==> src/sv/epp_pkg.sv <==
// Shared widths, register indexes, geometry bundle and square-root step
// for the ellipse perimeter point generator. No dependencies.
package epp_pkg;

    localparam int COORD_BITS = 12;
    localparam int R   = COORD_BITS - 1;
    localparam int NW  = 4 * R;
    localparam int IW  = 14;
    localparam int OW  = COORD_BITS + 1;
    localparam int LW  = (IW > COORD_BITS + 2) ? IW : COORD_BITS + 2;
    localparam int CIW = 3;

    localparam logic [CIW-1:0] REG_LEFT   = CIW'(0);
    localparam logic [CIW-1:0] REG_TOP    = CIW'(1);
    localparam logic [CIW-1:0] REG_WIDTH  = CIW'(2);
    localparam logic [CIW-1:0] REG_HEIGHT = CIW'(3);

    typedef enum logic [2:0] {
        GS_IDLE,
        GS_SQR,
        GS_NUM,
        GS_DIV,
        GS_ROOT,
        GS_SEGS
    } geom_state_t;

    typedef struct packed {
        logic [R-1:0]   rx;
        logic [R-1:0]   ry;
        logic [2*R-1:0] rx2;
        logic [2*R-1:0] ry2;
        logic [OW-1:0]  cx;
        logic [OW-1:0]  cy;
        logic [R-1:0]   bx;
        logic [R-1:0]   by;
        logic [LW-1:0]  sb;
        logic [LW-1:0]  sc;
        logic [LW-1:0]  sd;
        logic [LW-1:0]  se;
        logic [LW-1:0]  len;
        logic           rpos;
    } geom_t;

    typedef struct packed {
        logic [NW-1:0] n;
        logic [NW-1:0] res;
    } sq_t;

    function automatic sq_t sqrt_step(sq_t s, logic [NW-1:0] b);
        sq_t           o;
        logic [NW-1:0] t;
        t = s.res + b;
        if (s.n >= t) begin
            o.n   = s.n - t;
            o.res = (s.res >> 1) + b;
        end else begin
            o.n   = s.n;
            o.res = s.res >> 1;
        end
        return o;
    endfunction

endpackage

==> src/sv/epp_geom.sv <==
// Configuration registers and the iterative unit that derives radii, center,
// octant breakpoints and segment starts. Depends on epp_pkg.
module epp_geom (
    input  logic                          aclk,
    input  logic                          aresetn,
    input  logic                          cfg_wr_en,
    input  logic [epp_pkg::CIW-1:0]       cfg_idx,
    input  logic [epp_pkg::COORD_BITS-1:0] cfg_wr_data,
    output epp_pkg::geom_t                geom,
    output logic                          busy
);
    localparam int CW = $clog2(epp_pkg::NW);

    epp_pkg::geom_state_t state_reg, state_next;

    logic [epp_pkg::COORD_BITS-1:0] left_reg, top_reg, width_reg, height_reg;
    logic [epp_pkg::R-1:0]          rx, ry, bx_reg, by_reg;
    logic [2*epp_pkg::R-1:0]        rx2_reg, ry2_reg;
    logic [2*epp_pkg::R:0]          den_reg, rem_reg, rem_next;
    logic [2*epp_pkg::R+1:0]        rem_sh;
    logic                           ge;
    logic [epp_pkg::NW-1:0]         quo_reg, bit_reg;
    logic [epp_pkg::OW-1:0]         cx_reg, cy_reg;
    logic [epp_pkg::LW-1:0]         sb_reg, sc_reg, sd_reg, se_reg, len_reg;
    logic [epp_pkg::LW-1:0]         bxl, byl;
    logic [CW-1:0]                  cnt_reg;
    logic                           axis_reg;
    logic                           wr_hit;
    epp_pkg::sq_t                   sq_reg, sq_next;

    assign rx     = width_reg[epp_pkg::COORD_BITS-1:1];
    assign ry     = height_reg[epp_pkg::COORD_BITS-1:1];
    assign wr_hit = cfg_wr_en && (cfg_idx <= epp_pkg::REG_HEIGHT);
    assign rem_sh = {rem_reg, quo_reg[epp_pkg::NW-1]};
    assign ge     = rem_sh >= {1'b0, den_reg};
    assign rem_next = ge ? rem_sh[2*epp_pkg::R:0] - den_reg : rem_sh[2*epp_pkg::R:0];
    assign sq_next  = epp_pkg::sqrt_step(sq_reg, bit_reg);
    assign bxl = epp_pkg::LW'(bx_reg);
    assign byl = epp_pkg::LW'(by_reg);

    always_ff @(posedge aclk) begin
        if (!aresetn) begin
            state_reg <= epp_pkg::GS_IDLE;
        end else begin
            state_reg <= state_next;
        end
    end

    always_comb begin
        state_next = state_reg;
        unique case (state_reg)
            epp_pkg::GS_IDLE: state_next = epp_pkg::GS_IDLE;
            epp_pkg::GS_SQR:  state_next = epp_pkg::GS_NUM;
            epp_pkg::GS_NUM:  state_next = epp_pkg::GS_DIV;
            epp_pkg::GS_DIV: begin
                if (cnt_reg == CW'(epp_pkg::NW - 1)) state_next = epp_pkg::GS_ROOT;
            end
            epp_pkg::GS_ROOT: begin
                if (cnt_reg == CW'(2 * epp_pkg::R - 1)) begin
                    state_next = axis_reg ? epp_pkg::GS_SEGS : epp_pkg::GS_NUM;
                end
            end
            epp_pkg::GS_SEGS: state_next = epp_pkg::GS_IDLE;
            default:          state_next = epp_pkg::GS_IDLE;
        endcase
        if (wr_hit) state_next = epp_pkg::GS_SQR;
    end

    assign busy = (state_reg != epp_pkg::GS_IDLE);

    always_ff @(posedge aclk) begin
        if (!aresetn) begin
            left_reg   <= '0;
            top_reg    <= '0;
            width_reg  <= '0;
            height_reg <= '0;
            cnt_reg    <= '0;
            axis_reg   <= 1'b0;
        end else begin
            if (cfg_wr_en) begin
                unique case (cfg_idx)
                    epp_pkg::REG_LEFT:   left_reg   <= cfg_wr_data;
                    epp_pkg::REG_TOP:    top_reg    <= cfg_wr_data;
                    epp_pkg::REG_WIDTH:  width_reg  <= cfg_wr_data;
                    epp_pkg::REG_HEIGHT: height_reg <= cfg_wr_data;
                    default: ;
                endcase
            end
            unique case (state_reg)
                epp_pkg::GS_SQR: begin
                    rx2_reg  <= rx * rx;
                    ry2_reg  <= ry * ry;
                    cx_reg   <= epp_pkg::OW'(left_reg) + epp_pkg::OW'(rx);
                    cy_reg   <= epp_pkg::OW'(top_reg) + epp_pkg::OW'(ry);
                    axis_reg <= 1'b0;
                end
                epp_pkg::GS_NUM: begin
                    quo_reg <= axis_reg ? ry2_reg * ry2_reg : rx2_reg * rx2_reg;
                    den_reg <= {1'b0, rx2_reg} + {1'b0, ry2_reg};
                    rem_reg <= '0;
                    cnt_reg <= '0;
                end
                epp_pkg::GS_DIV: begin
                    rem_reg <= rem_next;
                    quo_reg <= {quo_reg[epp_pkg::NW-2:0], ge};
                    if (cnt_reg == CW'(epp_pkg::NW - 1)) begin
                        cnt_reg    <= '0;
                        sq_reg.n   <= {quo_reg[epp_pkg::NW-2:0], ge};
                        sq_reg.res <= '0;
                        bit_reg    <= epp_pkg::NW'(1) << (epp_pkg::NW - 2);
                    end else begin
                        cnt_reg <= cnt_reg + CW'(1);
                    end
                end
                epp_pkg::GS_ROOT: begin
                    sq_reg  <= sq_next;
                    bit_reg <= bit_reg >> 2;
                    if (cnt_reg == CW'(2 * epp_pkg::R - 1)) begin
                        cnt_reg  <= '0;
                        axis_reg <= 1'b1;
                        if (axis_reg) begin
                            by_reg <= sq_next.res[epp_pkg::R-1:0];
                        end else begin
                            bx_reg <= sq_next.res[epp_pkg::R-1:0];
                        end
                    end else begin
                        cnt_reg <= cnt_reg + CW'(1);
                    end
                end
                epp_pkg::GS_SEGS: begin
                    sb_reg  <= bxl + epp_pkg::LW'(1);
                    sc_reg  <= bxl + (byl << 1) + epp_pkg::LW'(2);
                    sd_reg  <= (bxl << 1) + bxl + (byl << 1) + epp_pkg::LW'(3);
                    se_reg  <= (bxl << 1) + bxl + (byl << 2) + epp_pkg::LW'(4);
                    len_reg <= (bxl << 2) + (byl << 2) + epp_pkg::LW'(4);
                end
                default: ;
            endcase
        end
    end

    always_comb begin
        geom.rx   = rx;
        geom.ry   = ry;
        geom.rx2  = rx2_reg;
        geom.ry2  = ry2_reg;
        geom.cx   = cx_reg;
        geom.cy   = cy_reg;
        geom.bx   = bx_reg;
        geom.by   = by_reg;
        geom.sb   = sb_reg;
        geom.sc   = sc_reg;
        geom.sd   = sd_reg;
        geom.se   = se_reg;
        geom.len  = len_reg;
        geom.rpos = (rx != '0) && (ry != '0);
    end

endmodule

==> config.mk <==
export PLATFORM = sky130hd
export DESIGN_NAME = epp_geom
export DESIGN_NICKNAME = d
export VERILOG_FILES = /design/src/sv/epp_pkg.sv /design/src/sv/epp_geom.sv
export SDC_FILE = /design/constraint.sdc
export NUM_CORES = 2
export LEC_CHECK = 0
export ABC_AREA = 1
export BUFFER_PORTS_ARGS = -buffer_cell sky130_fd_sc_hd__buf_4
export CAP_MARGIN = 0
export CORE_UTILIZATION = 35
export CTS_BUF_LIST = sky130_fd_sc_hd__clkbuf_4 sky130_fd_sc_hd__clkbuf_8
export DETAILED_ROUTE_END_ITERATION = 8
export PLACE_DENSITY = 0.49
export SLEW_MARGIN = 20
export SYNTH_ARGS = -nofsm -noshare
export SYNTH_HDL_FRONTEND = slang
export SYNTH_SLANG_ARGS = --single-unit
export TNS_END_PERCENT = 20
==> constraint.sdc <==
create_clock -name aclk -period 12.6 [get_ports aclk]
set_input_delay 1.89 -clock aclk [delete_from_list [all_inputs] [get_ports aclk]]
set_output_delay 1.89 -clock aclk [all_outputs]
set_load 0.03 [all_outputs]
# Word level (Yosys, flattened, before mapping)
# Index checks and enable logic that the tools add are counted.
# classes
add_sub_neg,18
mul,4
n_lt_le_gt_ge,3
eq_ne,15
muxes,19
bitwise,2
reduce_logical,26
# op_table
cell,count
2-to-1 mux 88 bit,2
case mux 44 bit (2 select lines),2
case mux 88 bit (2 select lines),1
multiplier 22 x 22 -> 44 bit,2
2-to-1 mux 44 bit,2
case mux 23 bit (2 select lines),1
adder 43 x 44 -> 44 bit,1
adder 44 bit,1
greater-or-equal comparator 44 bit,1
multiplier 11 x 11 -> 22 bit,2
subtractor 44 bit,1
adder 12 x 11 -> 13 bit,3
adder 13 x 13 -> 14 bit,2
"adder 14 x 3 -> 14 bit, second input constant",2
greater-or-equal comparator 24 x 23 -> 1 bit,1
adder 22 x 22 -> 23 bit,1
2-to-1 mux 23 bit,1
subtractor 23 bit,1
AND reduction 2 bit,11
nonzero test 11 bit,2
case mux 6 bit (3 select lines),1
"adder 13 x 2 -> 14 bit, second input constant",1
adder 14 x 12 -> 14 bit,1
"adder 14 x 2 -> 14 bit, second input constant",1
24 further kinds,43
# word_totals
ff_bits,442
inputBits,18
out_inout_bits,186

# Logic depth before layout (Yosys ltp)
# logic_depth
depth_word,4
ltp_mapped,31
depth_no_buf,30

# Worst setup path before layout
# No wires, ideal clock.
# synth_timing
path_type,input-to-reg
from,in aresetn
to,reg cx_reg[0] in the netlist's numbering (enable)
arrival_ns,8.832
required_ns,11.937
setup_slack_ns,3.106
path_stages,3
cell_sequence,clkbuf_1 > clkinv_1 > nor4_1
# synth_via
elab_chain_cells,1
# synth_rtl
item,line,rtl
from (decl),epp_geom.sv:5,"input logic aresetn,"
AND reduction 2 bit (no line),n/a,
to (signal assigned),epp_geom.sv:93,cx_reg <= epp_pkg::OW'(left_reg) + epp_pkg::OW'(rx);
to (decl),epp_geom.sv:23,"logic [epp_pkg::OW-1:0] cx_reg, cy_reg;"
# Every way passes these cells.
# A chain may end at the register's enable or synchronous reset.

# Worst setup path in the final report
# layout_timing
from,reg ry2_reg[5] in the netlist's numbering
to,reg quo_reg[22] in the netlist's numbering (data pin)
# layout_via
elab_chain_cells,3
# layout_rtl
item,line,rtl
from (decl),epp_geom.sv:18,"logic [2*epp_pkg::R-1:0] rx2_reg, ry2_reg;"
from (signal assigned),epp_geom.sv:92,ry2_reg <= ry * ry;
multiplier 22 x 22 -> 44 bit,epp_geom.sv:98,quo_reg <= axis_reg ? ry2_reg * ry2_reg : rx2_reg * rx2_reg;
2-to-1 mux 44 bit,epp_geom.sv:98,
case mux 44 bit (2 select lines),epp_geom.sv:89,unique case (state_reg)
to (signal assigned),epp_geom.sv:98,
to (signal assigned),epp_geom.sv:105,"quo_reg <= {quo_reg[epp_pkg::NW-2:0], ge};"
to (decl),epp_geom.sv:22,"logic [epp_pkg::NW-1:0] quo_reg, bit_reg;"
# Every way passes these cells.

==> results.toml <==
[clock_tree]
cts_setup_buffers = 0
clock_latency_ns = 0.80
cts_num_sinks = 408
cts_buffer_depth = 3
root_buffer = "clkbuf_8"
h-tree-depth = 3
cts_hold_buf = 0
cts_tree = "done"
cts.clk_slew.worst_paths_ns = 0.07
cts_made_buffers = 81
cts_resized = 0

[die]
die_area_mm2 = 0.182
die_y_um = 427
rows = 155
fp.dieW_um = 427
coreArea_mm2 = 0.179
io_pins = 204
start_util_pct = 35.3

[timing]
slew-limit-headroom_pct = 26.6
worst_slew_pin_slew_ns = 1.10
timing.final.crit_share_pct = 57.6
fin_crit_ns = 7.26
fmax_mhz = 138
fin_worst_skew_ns = 0.0684
drv_slew = 0
rsz0062_at_grt = "false"
setup_viol = 0
setup_tns_ns = 0
setup_ws_ns = 5.34
hold_viol_final = 0

[critical_path]
timing.rr.end = "quo_reg[22]"
critical_path.max_fanout = 20
cp-end-kind = "flip-flop"
r2r_slack_ns = 5.34
critPathRequiredTime_ns = 13.15
critPathArrivalTime_ns = 7.81
path_class = "reg2reg"
setup.worst_path.start_class = "flip-flop"
worstRegToRegCells = 23
r2r-start = "ry2_reg[5]"

[place]
dp_hpwl_mm = 160
io_buffer_count = 196
placed_cells = 10588
dpl_worst_slack_ns = 5.20
place_congestion = 0.914

[yosys]
ys_seq_elements = 408
netlist_area_mm2 = 0.0633
yosys_warnings = 0
seq_area_frac_synth_pct = 18.5
synth.distinct_cells = 56
synth_cells = 8146
syn_avg_cell_area_um2 = 7.77

[finish]
largest_reg_flops = 88
fin_nets = 9810
instances_no_fill = 10733
final_layout_size_suffix_gt1_share_pct = 5.47
area_delta_synth_final_pct = 9.40
fin_util_pct = 38.7

[global_route]
grt_pass1_wl_mm = 310
grt.met3_usage_pct = 2.38
use_met1_pct = 27.8
grt.overflow.total = 0
antenna_found_initial = 1
grt_max_degree = 70
grt_pass1_vias = 54667
grt-busiest-layer = "met2"
gr-usage-all-layers_pct = 21.8
use_met2_pct = 38.5

[drt]
drc = 0
routed_wl_mm = 196
drtAntennaViolNets = 0
routed-via-count = 52002
viasPerCell = 4.85
drt_pass1_iterations = 5
wl_per_cell_um = 18.3
drt_first_iter_violations = 3095

[power]
p_leak_nw = 37.5
p_per_area_mw_per_mm2 = 170
vdd_drop_max_uv = 265

[min_path]
hp-start = "left_reg[3]"
min_delay_worst_endpoint = "left_reg[3]"
holdCritPathClass = "reg2reg"
min_path_cells = 2

[flow_run]
drv_cap = 0

[outcome]
status = "finished clean"
==> critical path, stage by stage (launching register included) <==
cell and delay [ns]:
edfxtp_1 0.67, buf_4 0.41, nand2_1 0.13, fa_1 0.58, inv_1 0.07, fa_1 0.50
inv_1 0.06, fa_1 0.47, inv_1 0.05, fa_1 0.49, fa_1 0.56, fa_1 0.42
fa_1 0.44, ha_1 0.37, nand2_1 0.17, inv_1 0.05, a21oi_1 0.21, nor2_1 0.07
nor2_1 0.09, nand2_1 0.13, o21ai_0 0.80, nand2_1 0.10, nand2_1 0.10, nand2_1 0.05
==> through the flow <==
| stage | cell area [um^2] | hold slack (ns) | power (mW) |
|---|---|---|---|
| floorplan | 63300 | 0.427 | 7.56 |
| finish | 69200 | 0.450 | 11.8 |
| global placement | 67400 | 0.440 | 10.4 |
| global route | 69200 | 0.464 | 13.1 |
| detailed placement | 67500 | 0.443 | 10.3 |
| CTS | 69200 | 0.452 | 11.9 |
==> cell families (layout without fill, tap and decap cells) <==
| group | Yosys count | count (layout) | share of synthesized area (%) |
|---|---|---|---|
| AOI/OAI and AO/OA | 930 | 930 | 8.03 |
| xor gates and xnor gates | 277 | 277 | 3.84 |
| and+or+nand+nor | 2942 | 2942 | 18.7 |
| other | 1 | 8 | 0.00593 |
| adders and majority gates | 1476 | 1476 | 38.3 |
| buffers and inverters | 2112 | 2337 | 12.7 |
| DFF | 408 | 408 | 18.5 |
==> routing by layer <==
layer | up-vias | part of all wire (%)
li1 | 25485 | -
met1 | 25147 | 44
met2 | 1124 | 49
met3 | 246 | 4.0
met4 | 0 | 3.1
met5 | - | 0
==> synth_stat cells (all sizes together) <==
library cell	count	share of area, %
a211oi	9	0.11
a21boi	10	0.12
a21o	21	0.25
a21oi	422	3.4
a221oi	2	0.028
a22oi	4	0.047
a31o	2	0.028
a31oi	36	0.36
and2	7	0.069
and3	3	0.030
buf	37	0.41
clkbuf	140	0.83
clkinv	3	0.018
conb	1	0.0059
dfxtp	56	1.8
edfxtp	352	17
fa	764	24
ha	712	14
inv	1932	11
nand2	1932	12
nand3	277	2.2
nand3b	14	0.17
nand4	36	0.36
nor2	581	3.5
nor3	61	0.48
nor3b	1	0.012
nor4	18	0.19
o2111ai	7	0.097
o211ai	7	0.083
o21a	12	0.14
o21ai	337	2.7
o21bai	35	0.42
o221ai	1	0.014
o22ai	18	0.18
o311ai	1	0.014
o31ai	5	0.059
o41ai	1	0.014
or2	12	0.12
xnor2	105	1.5
xor2	172	2.4
==> layout make-up <==
type,count,area (um^2)
clock buffer,120,1500
multi-input combinational,5632,43600
inverter,1935,7260
clock inverter,24,221
tap,2355,2950
timing repair buffer,258,1980
sequential,408,11700
fill,18787,110000
antenna,1,2.50
==> how the worst max path moves through the flow <==
stage / from / to / cells past startpoint
2_1_floorplan: aresetn / cx_reg[0] / 3
3_3_place_gp: ry2_reg[4] / quo_reg[23] / 20
3_5_place_dp: ry2_reg[5] / quo_reg[23] / 21
4_1_cts: ry2_reg[5] / quo_reg[23] / 21
5_1_grt: ry2_reg[5] / quo_reg[23] / 21
6_report: ry2_reg[5] / quo_reg[22] / 23
==> cells in the final DEF, fill, tap and decap left out, types with 9 or more instances in the layout <==
cell	Yosys	final
a211oi_1	9	9
a21boi_0	9	9
a21o_1	21	21
a21oi_1	413	411
a21oi_2	9	9
a31oi_1	36	36
buf_4	11	254
clkbuf_4	0	24
clkbuf_8	0	96
clkinv_1	3	13
dfxtp_1	56	55
edfxtp_1	352	352
fa_1	764	764
ha_1	712	712
inv_1	1928	1928
nand2_1	1919	1918
nand2_2	11	12
nand3_1	274	274
nand3b_1	14	14
nand4_1	36	36
nor2_1	570	568
nor2_2	9	9
nor3_1	61	61
nor4_1	17	15
o21a_1	12	12
o21ai_0	308	308
o21ai_1	26	26
o21bai_1	35	35
o22ai_1	18	18
or2_2	12	12
xnor2_1	105	105
xor2_1	172	172
==> where the power goes <==
part           total [mW]  internal [mW]  leakage [nW]  switching, mW
Combinational        8.60           2.89          32.9           5.71
Clock                1.49          0.827         0.904          0.665
Sequential           1.70           1.65          3.68         0.0473
No activity file was read; power rests on OpenSTA's default activity.
